--- config.mk ---
export PLATFORM = sky130hd
export DESIGN_NAME = ellipse_outline_rasterizer_unit
export DESIGN_NICKNAME = d
export VERILOG_FILES = /design/src/rtl/eorast_pkg.sv /design/src/rtl/eorast_ctrl.sv /design/src/rtl/eorast_dpath.sv /design/src/rtl/ellipse_outline_rasterizer_unit.sv
export VERILOG_INCLUDE_DIRS = /design/src /design/src/rtl
export SDC_FILE = /design/constraint.sdc
export NUM_CORES = 2
export LEC_CHECK = 0
export ABC_AREA = 1
export BUFFER_PORTS_ARGS = -buffer_cell sky130_fd_sc_hd__buf_2
export CAP_MARGIN = 20
export CORE_UTILIZATION = 55
export DETAILED_ROUTE_END_ITERATION = 10
export GPL_ROUTABILITY_DRIVEN = 0
export PLACE_DENSITY_LB_ADDON = 0.15
export SYNTH_ARGS = -nofsm -noshare
export SYNTH_HDL_FRONTEND = slang
export SYNTH_SLANG_ARGS = --single-unit
--- constraint.sdc ---
create_clock -name clock -period 7.4 [get_ports clock]
set_input_delay 0.74 -clock clock [delete_from_list [all_inputs] [get_ports clock]]
set_output_delay 0.74 -clock clock [all_outputs]
set_load 0.05 [all_outputs]
--- src/rtl/ellipse_outline_rasterizer_unit_defines.svh ---
// ----------------------------------------------------------------------------
// Ellipse outline rasterizer assertion macros
// Shared concurrent assertion forms for the rasterizer RTL.
// ----------------------------------------------------------------------------
`ifndef ELLIPSE_OUTLINE_RASTERIZER_UNIT_DEFINES_SVH
`define ELLIPSE_OUTLINE_RASTERIZER_UNIT_DEFINES_SVH

// Property that must hold at every clock edge outside reset.
`define EORAST_ASSERT(lbl, clk, rst, prop, msg) \
   lbl: assert property (@(posedge clk) disable iff (rst) prop) else $error(msg);

// Antecedent in one cycle implies consequent in the next.
`define EORAST_ASSERT_NEXT(lbl, clk, rst, ante, cons, msg) \
   lbl: assert property (@(posedge clk) disable iff (rst) (ante) |=> (cons)) \
      else $error(msg);

`endif

--- src/rtl/eorast_pkg.sv ---
// ----------------------------------------------------------------------------
// Ellipse outline rasterizer package
// Widths, codes and controller/datapath interface types.
// ----------------------------------------------------------------------------
package eorast_pkg;

   localparam int RADIUS_BITS = 12;
   localparam int PIXEL_BITS  = 17;
   localparam int STEP_BITS   = 13;
   localparam int SQ_BITS     = 2 * RADIUS_BITS;
   localparam int PROD_BITS   = SQ_BITS + STEP_BITS;
   localparam int ERR_BITS    = 48;

   localparam int DEF_MAX_RADIUS = 4095;
   localparam int DEF_COORD_BITS = 16;
   localparam int DEF_COLOR_BITS = 32;

   localparam logic FUNC_START = 1'b0;
   localparam logic FUNC_STEP  = 1'b1;

   // multiplier operand selection
   localparam logic [1:0] MUL_AA   = 2'd0;
   localparam logic [1:0] MUL_BB   = 2'd1;
   localparam logic [1:0] MUL_B2A  = 2'd2;
   localparam logic [1:0] MUL_STEP = 2'd3;

   localparam logic [1:0] LAST_IDX = 2'd3;

   typedef struct packed {
      logic       load;
      logic [1:0] mul_sel;
      logic       cap_a2;
      logic       cap_b2;
      logic       cap_err;
      logic       step_upd;
      logic [1:0] emit_idx;
   } eorast_cmd_type;

   typedef struct packed {
      logic active;
   } eorast_stat_type;

endpackage

--- src/rtl/eorast_ctrl.sv ---
// ----------------------------------------------------------------------------
// Ellipse outline rasterizer controller
// Sequences the start setup, the per-step update and the four-pixel output.
// ----------------------------------------------------------------------------
`include "ellipse_outline_rasterizer_unit_defines.svh"

module eorast_ctrl
   import eorast_pkg::*;
(
   input  logic            clock,
   input  logic            reset,
   input  logic            req_valid,
   input  logic            req_func,
   output logic            req_stall,
   output logic            rsp_valid,
   input  logic            rsp_stall,
   input  eorast_stat_type stat,
   output eorast_cmd_type  cmd
);

   localparam logic [2:0] ST_IDLE  = 3'd0;
   localparam logic [2:0] ST_SQ_A  = 3'd1;
   localparam logic [2:0] ST_SQ_B  = 3'd2;
   localparam logic [2:0] ST_SQ_C  = 3'd3;
   localparam logic [2:0] ST_ERR_M = 3'd4;
   localparam logic [2:0] ST_ERR_W = 3'd5;
   localparam logic [2:0] ST_UPD   = 3'd6;
   localparam logic [2:0] ST_EMIT  = 3'd7;

   logic [2:0] state_ff, state_in;
   logic [1:0] idx_ff, idx_in;

   always_ff @(posedge clock) begin
      if (reset) begin
         state_ff <= ST_IDLE;
         idx_ff   <= 2'd0;
      end else begin
         state_ff <= state_in;
         idx_ff   <= idx_in;
      end
   end

   assign req_stall = (state_ff != ST_IDLE);
   assign rsp_valid = (state_ff == ST_EMIT);

   always_comb begin
      state_in     = state_ff;
      idx_in       = idx_ff;
      cmd          = '0;
      cmd.emit_idx = idx_ff;
      case (state_ff)
         ST_IDLE: begin
            if (req_valid) begin
               if (req_func == FUNC_START) begin
                  cmd.load = 1'b1;
                  state_in = ST_SQ_A;
               end else if (stat.active) begin
                  // product for the step is taken from the current state
                  cmd.mul_sel = MUL_STEP;
                  state_in    = ST_UPD;
               end
            end
         end
         ST_SQ_A: begin
            cmd.mul_sel = MUL_AA;
            state_in    = ST_SQ_B;
         end
         ST_SQ_B: begin
            cmd.cap_a2  = 1'b1;
            cmd.mul_sel = MUL_BB;
            state_in    = ST_SQ_C;
         end
         ST_SQ_C: begin
            cmd.cap_b2 = 1'b1;
            state_in   = ST_ERR_M;
         end
         ST_ERR_M: begin
            cmd.mul_sel = MUL_B2A;
            state_in    = ST_ERR_W;
         end
         ST_ERR_W: begin
            cmd.cap_err = 1'b1;
            state_in    = ST_IDLE;
         end
         ST_UPD: begin
            cmd.step_upd = 1'b1;
            idx_in       = 2'd0;
            state_in     = ST_EMIT;
         end
         ST_EMIT: begin
            if (!rsp_stall) begin
               idx_in = idx_ff + 2'd1;
               if (idx_ff == LAST_IDX) begin
                  state_in = ST_IDLE;
               end
            end
         end
         default: begin
            state_in = ST_IDLE;
         end
      endcase
   end

   `EORAST_ASSERT_NEXT(a_emit_hold, clock, reset, rsp_valid && rsp_stall,
      rsp_valid && $stable(idx_ff), "pixel index moved while output stalled")
   `EORAST_ASSERT(a_no_req_during_emit, clock, reset, rsp_valid |-> req_stall,
      "input taken while pixels pending")
   `EORAST_ASSERT_NEXT(a_step_to_upd, clock, reset,
      !req_stall && req_valid && req_func == FUNC_STEP && stat.active,
      state_ff == ST_UPD, "active step did not enter update")
   `EORAST_ASSERT_NEXT(a_last_frees_input, clock, reset,
      rsp_valid && !rsp_stall && idx_ff == LAST_IDX, !req_stall && !rsp_valid,
      "input not freed after last pixel")

endmodule

--- src/rtl/eorast_dpath.sv ---
// ----------------------------------------------------------------------------
// Ellipse outline rasterizer datapath
// Walk state, shared multiplier, error update and mirrored pixel positions.
// ----------------------------------------------------------------------------
module eorast_dpath
   import eorast_pkg::*;
#(
   parameter int MAX_RADIUS = DEF_MAX_RADIUS,
   parameter int COORD_BITS = DEF_COORD_BITS,
   parameter int COLOR_BITS = DEF_COLOR_BITS
) (
   input  logic                         clock,
   input  logic                         reset,
   input  eorast_cmd_type               cmd,
   output eorast_stat_type              stat,
   input  logic signed [COORD_BITS-1:0] req_center_x,
   input  logic signed [COORD_BITS-1:0] req_center_y,
   input  logic [RADIUS_BITS-1:0]       req_radius_x,
   input  logic [RADIUS_BITS-1:0]       req_radius_y,
   input  logic [COLOR_BITS-1:0]        req_pen_color,
   output logic signed [PIXEL_BITS-1:0] rsp_pixel_x,
   output logic signed [PIXEL_BITS-1:0] rsp_pixel_y,
   output logic [COLOR_BITS-1:0]        rsp_pixel_color,
   output logic                         rsp_last_of_step,
   output logic                         rsp_done_res
);

   localparam int CMP_BITS = 17;

   logic                         active_ff;
   logic [RADIUS_BITS-1:0]       a_ff, b_ff;
   logic [SQ_BITS-1:0]           a2_ff, b2_ff;
   logic [STEP_BITS-1:0]         x_ff;
   logic signed [STEP_BITS-1:0]  y_ff;
   logic signed [ERR_BITS-1:0]   err_ff, err_in;
   logic [PROD_BITS-1:0]         prod_ff, prod_in;
   logic signed [PIXEL_BITS-1:0] ox_ff, oy_ff;
   logic [COLOR_BITS-1:0]        color_ff;
   logic signed [PIXEL_BITS-1:0] xm_ff, xp_ff, ym_ff, yp_ff;
   logic                         done_ff, done_in;

   logic [RADIUS_BITS-1:0]       a_clamp, b_clamp;
   logic [SQ_BITS-1:0]           mul_l;
   logic [STEP_BITS-1:0]         mul_r;
   logic                         err_neg;
   logic [ERR_BITS-1:0]          twice_ext, sq_ext;
   logic signed [PIXEL_BITS-1:0] p_val, y_val;

   // saturate radii above the configured maximum
   assign a_clamp = ({{(CMP_BITS-RADIUS_BITS){1'b0}}, req_radius_x} > CMP_BITS'(MAX_RADIUS)) ?
                    RADIUS_BITS'(MAX_RADIUS) : req_radius_x;
   assign b_clamp = ({{(CMP_BITS-RADIUS_BITS){1'b0}}, req_radius_y} > CMP_BITS'(MAX_RADIUS)) ?
                    RADIUS_BITS'(MAX_RADIUS) : req_radius_y;

   assign err_neg = err_ff[ERR_BITS-1];

   always_comb begin
      mul_l = '0;
      mul_r = '0;
      case (cmd.mul_sel)
         MUL_AA: begin
            mul_l = SQ_BITS'(a_ff);
            mul_r = STEP_BITS'(a_ff);
         end
         MUL_BB: begin
            mul_l = SQ_BITS'(b_ff);
            mul_r = STEP_BITS'(b_ff);
         end
         MUL_B2A: begin
            mul_l = b2_ff;
            mul_r = STEP_BITS'(a_ff);
         end
         MUL_STEP: begin
            // y is never negative while the walk is active
            if (err_neg) begin
               mul_l = b2_ff;
               mul_r = x_ff;
            end else begin
               mul_l = a2_ff;
               mul_r = y_ff;
            end
         end
         default: begin
            mul_l = '0;
            mul_r = '0;
         end
      endcase
   end

   assign prod_in = PROD_BITS'(mul_l) * PROD_BITS'(mul_r);

   assign twice_ext = {{(ERR_BITS-PROD_BITS-1){1'b0}}, prod_ff, 1'b0};
   assign sq_ext    = {{(ERR_BITS-SQ_BITS){1'b0}}, (err_neg ? b2_ff : a2_ff)};
   assign err_in    = err_neg ? (err_ff + $signed(twice_ext) + $signed(sq_ext))
                              : (err_ff - $signed(twice_ext) + $signed(sq_ext));

   // p is the old x on an x advance, x-1 on a y step
   assign p_val   = err_neg ? $signed({{(PIXEL_BITS-STEP_BITS){1'b0}}, x_ff})
                            : $signed({{(PIXEL_BITS-STEP_BITS){1'b0}}, x_ff})
                              - $signed(PIXEL_BITS'(1));
   assign y_val   = PIXEL_BITS'(y_ff);
   assign done_in = !err_neg && (y_ff == '0);

   always_ff @(posedge clock) begin
      if (reset) begin
         active_ff <= 1'b0;
      end else if (cmd.load) begin
         active_ff <= (a_clamp != '0) && (b_clamp != '0);
      end else if (cmd.step_upd && done_in) begin
         active_ff <= 1'b0;
      end
   end

   always_ff @(posedge clock) begin
      prod_ff <= prod_in;
      if (cmd.load) begin
         a_ff     <= a_clamp;
         b_ff     <= b_clamp;
         ox_ff    <= PIXEL_BITS'(req_center_x);
         oy_ff    <= PIXEL_BITS'(req_center_y);
         color_ff <= req_pen_color;
         x_ff     <= '0;
         y_ff     <= $signed({1'b0, b_clamp});
      end
      if (cmd.cap_a2) begin
         a2_ff <= prod_ff[SQ_BITS-1:0];
      end
      if (cmd.cap_b2) begin
         b2_ff <= prod_ff[SQ_BITS-1:0];
      end
      if (cmd.cap_err) begin
         err_ff <= $signed({ERR_BITS{1'b0}} - {{(ERR_BITS-PROD_BITS){1'b0}}, prod_ff});
      end
      if (cmd.step_upd) begin
         err_ff  <= err_in;
         xm_ff   <= ox_ff - p_val;
         xp_ff   <= ox_ff + p_val;
         ym_ff   <= oy_ff - y_val;
         yp_ff   <= oy_ff + y_val;
         done_ff <= done_in;
         if (err_neg) begin
            x_ff <= x_ff + 1'b1;
         end else begin
            y_ff <= y_ff - $signed(STEP_BITS'(1));
         end
      end
   end

   assign stat.active      = active_ff;
   assign rsp_pixel_x      = cmd.emit_idx[0] ? xp_ff : xm_ff;
   assign rsp_pixel_y      = cmd.emit_idx[1] ? yp_ff : ym_ff;
   assign rsp_pixel_color  = color_ff;
   assign rsp_last_of_step = (cmd.emit_idx == LAST_IDX);
   assign rsp_done_res     = done_ff;

endmodule

--- src/rtl/ellipse_outline_rasterizer_unit.sv ---
// ----------------------------------------------------------------------------
// Ellipse outline rasterizer
// Walks one quadrant of an ellipse outline and emits four mirrored pixels
// for every step item while an ellipse is running.
// ----------------------------------------------------------------------------
// A start item (func 0) loads centre, radii and colour, then passes a^2, b^2
// and b^2*a one after another through the single 24x13 multiplier; it
// produces no pixels. A step item (func 1) registers its product, then
// updates the error term and walk position, then emits its four pixels, one
// pixel per output cycle while rsp_stall is low. A step while no ellipse is
// running is taken and dropped.
// Pixels come out as (cx-p,cy-y), (cx+p,cy-y), (cx-p,cy+y), (cx+p,cy+y),
// unclipped; done_res marks all four pixels of the final step.
module ellipse_outline_rasterizer_unit
   import eorast_pkg::*;
#(
   parameter int MAX_RADIUS = DEF_MAX_RADIUS,
   parameter int COORD_BITS = DEF_COORD_BITS,
   parameter int COLOR_BITS = DEF_COLOR_BITS
) (
   input  logic                         clock,
   input  logic                         reset,
   input  logic                         req_valid,
   output logic                         req_stall,
   input  logic                         req_func,
   input  logic signed [COORD_BITS-1:0] req_center_x,
   input  logic signed [COORD_BITS-1:0] req_center_y,
   input  logic [RADIUS_BITS-1:0]       req_radius_x,
   input  logic [RADIUS_BITS-1:0]       req_radius_y,
   input  logic [COLOR_BITS-1:0]        req_pen_color,
   output logic                         rsp_valid,
   input  logic                         rsp_stall,
   output logic signed [PIXEL_BITS-1:0] rsp_pixel_x,
   output logic signed [PIXEL_BITS-1:0] rsp_pixel_y,
   output logic [COLOR_BITS-1:0]        rsp_pixel_color,
   output logic                         rsp_last_of_step,
   output logic                         rsp_done_res
);

   eorast_cmd_type  cmd;
   eorast_stat_type stat;

   eorast_ctrl u_ctrl (
      .clock     (clock),
      .reset     (reset),
      .req_valid (req_valid),
      .req_func  (req_func),
      .req_stall (req_stall),
      .rsp_valid (rsp_valid),
      .rsp_stall (rsp_stall),
      .stat      (stat),
      .cmd       (cmd)
   );

   eorast_dpath #(
      .MAX_RADIUS (MAX_RADIUS),
      .COORD_BITS (COORD_BITS),
      .COLOR_BITS (COLOR_BITS)
   ) u_dpath (
      .clock            (clock),
      .reset            (reset),
      .cmd              (cmd),
      .stat             (stat),
      .req_center_x     (req_center_x),
      .req_center_y     (req_center_y),
      .req_radius_x     (req_radius_x),
      .req_radius_y     (req_radius_y),
      .req_pen_color    (req_pen_color),
      .rsp_pixel_x      (rsp_pixel_x),
      .rsp_pixel_y      (rsp_pixel_y),
      .rsp_pixel_color  (rsp_pixel_color),
      .rsp_last_of_step (rsp_last_of_step),
      .rsp_done_res     (rsp_done_res)
   );

endmodule

==> flow_summary.yaml <==
run_status:
  status: "complete, no violations"
hold_path:
  worstHoldStart: "req_center_x[2]"
  whs_path_depth: 1
  holdPathEnd: "u_dpath.ox_ff[2]"
  hp-class: "input pin to flop"
worst_setup_path:
  r2r_end: "u_dpath.prod_ff[29]"
  cpPeakStageDelay_ns: 0.69
  reg2reg_from: "u_dpath.err_ff[47]"
  r2r_slack_ns: 0.47
  cp_num_buf_inv: 5
  critPathSlowestCell: "a221o_1"
  startpoint_type: "flop"
  path_cells: "clkinv_1 -> buf_4 -> nor2_1 -> a21oi_1 -> a221o_1 -> nand2_1 -> inv_1 -> fa_1 -> fa_1 -> fa_1 -> inv_1 -> fa_1 -> inv_1 -> ha_1 -> nand2_1 -> nor2_1 -> nand2_1 -> o21ai_0 -> a21oi_1 -> o211ai_1 -> nand2_1"
  cp_max_fo: 36
  critPathTopFamily: "adder cells"
  endpoint_kind: "flop"
  path_class: "flop to flop"
  crit_arrival_ns: 7.35
  required_ns: 7.82
  rr_worst_depth: 21
clock_network:
  tritoncts: "built"
  holdBufCountCts: 0
  cts_sinks: 320
  cts_made_buffers: 37
  clkLatencyLatePin_ns: 0.57
  post_cts_buffers: 0
  ctsResizeCount: 0
  clk_pin_slew_ns: 0.06
  htreeDepth: 2
  root_buffer: "clkbuf_16"
  clockBufferDepth: 3
pwr:
  ir_drop_mv: 1.15
  p_per_area_nw_per_um2: 507
  leakagePower_nw: 20.6
  total_power_mw: 19.7
run:
  cap_violations: 0
place:
  post-place-cells: 5887
  port_buffers: 162
  dp_hpwl_microns: 85500
  dp_slack_ns: 0.485
floorplan:
  ioPinCount: 163
  dieArea_sq_um: 66200
  core_area_sq_um: 64500
  die_w_microns: 257
  rows: 93
  start_util_pct: 55.6
  die_h_microns: 257
finish:
  layout_commonest_cell: "nand2_1"
  nets: 5729
  layout_common_cells: "nand2_1, inv_1, nor2_1"
  drive_gt1_share_pct: 6.49
  fin_cells: 5956
  syn_to_final_growth_pct: 8.37
routing:
  wl_per_cell_microns: 17.4
  drtAntennaViolNets: 0
  totalWireLength_microns: 103000
  num_vias: 31779
  drt-initial-drc-count: 2656
  avgViaCountPerCell: 5.34
  drcViolationCount: 0
  firstDrtPassIters: 8
synthesis:
  synth.net_count: 5586
  ys_warn_count: 0
  ys_seq_area_share_pct: 24.9
  syn_avg_cell_area_sq_um: 7.28
  ys.flop_type: "edfxtp_1"
  ys_seq_elements: 320
  synth_edf_count: 251
  ys_async_sr_fraction_pct: 0
  synth_cells: 4928
  ys_types: 59
  netlist_area_sq_um: 35900
global_route:
  antenna_found_initial: 1
  grt_pass1_wl_microns: 164000
  gr-usage-met1_pct: 44.7
  grt_start_max_net_pins: 74
  use_met3_pct: 3.97
  busiest_layer: "met2"
  grt_pass1_vias: 30452
  overflow: 0
  grt_use_met2_pct: 49.7
  track_usage_pct: 31.4
timing:
  final-hold-violation-count: 0
  tns_ns: 0
  final-max-slew-violation-count: 0
  tightest_slew_ns: 0.951
  worst_slack_ns: 0.473
  max_slew_margin_pct: 36.6
  fin_skew_ns: 0.0388
  final-setup-viol-count: 0
  rsz0062_at_grt: "no"
  finalCritPeriodShare_pct: 93.6
  post-route-min-period_ns: 6.93
  fmax_mhz: 144
## state kept, by name, indices dropped and copies added, names as in the netlist, 17 cells and up
register and count:
u_dpath.a2_ff 24, u_dpath.b2_ff 24, u_dpath.ym_ff 17, u_dpath.xp_ff 17
u_dpath.err_ff 48, u_dpath.rsp_pixel_color 32, u_dpath.prod_ff 37
## logic make-up after synthesis
kind of cell	share of synthesized area, %
simple gates	24.3
buf+inv	13.5
fa+ha+maj	25.8
compound gates	8.07
flops	24.9
xor+xnor	3.22
mux	0.195
## synthesized netlist by cell type (14+ instances only)
master	n	share of area [%]
nand2_1	1449	15
inv_1	1136	12
nor2_1	359	3.8
fa_1	293	16
ha_1	272	9.5
edfxtp_1	251	21
nand3_1	211	2.9
a21oi_1	209	2.9
o21ai_0	135	1.9
xor2_1	121	3.0
dfxtp_1	69	3.9
buf_2	59	0.82
nand4_1	42	0.73
nor3_1	42	0.59
clkbuf_1	28	0.29
nor4_1	20	0.35
o211ai_1	17	0.36
a31oi_1	14	0.24
## where the power goes
group | internal (mW) | switching, mW | leakage, nW
sequential | 2.46 | 0.288 | 2.85
combinational | 5.26 | 9.84 | 17.1
clock | 1.09 | 0.766 | 0.597
total | 8.82 | 10.9 | 20.6
## stage by stage
step | hold WS [ns] | instance area [sq um] | util [%]
3_3_place_gp | 0.499 | 37600 | 58.4
4_1_cts | 0.329 | 38900 | 60.3
2_1_floorplan | 0.480 | 35900 | -
5_1_grt | 0.326 | 38900 | 60.3
3_5_place_dp | 0.513 | 37600 | 58.4
6_report | 0.352 | 38900 | 60.3
## how the worst max path moves through the flow
stage | cells after the start | slack [ns] | startpoint | endpoint
global placement | 25 | 0.73 | req_func | u_dpath.prod_ff[29]
global route | 26 | 0.07 | u_dpath.err_ff[47] | u_dpath.prod_ff[29]
finish | 21 | 0.47 | u_dpath.err_ff[47] | u_dpath.prod_ff[29]
floorplan | 23 | 1.17 | u_ctrl.state_ff[2] | u_dpath.prod_ff[31]
detailed placement | 23 | 0.49 | req_func | u_dpath.prod_ff[29]
CTS | 24 | 0.56 | u_dpath.err_ff[47] | u_dpath.prod_ff[29]
## cell type report
type                       count  area, sq um
clock buffer                  53         1070
timing repair buffer         209         1180
multi-input combinational   3351        22100
fill                        6057        25600
antenna                        1         2.50
tap                          855         1070
clock inverter                15          173
inverter                    1152         4320
sequential                   320         8920
## metal layers
metal,share of wire (%),vias up
met5,0,-
met1,44,14902
met4,3.2,0
met2,45,1301
met3,8.4,184
li1,-,15392
(Power assumes the default switching activity.)
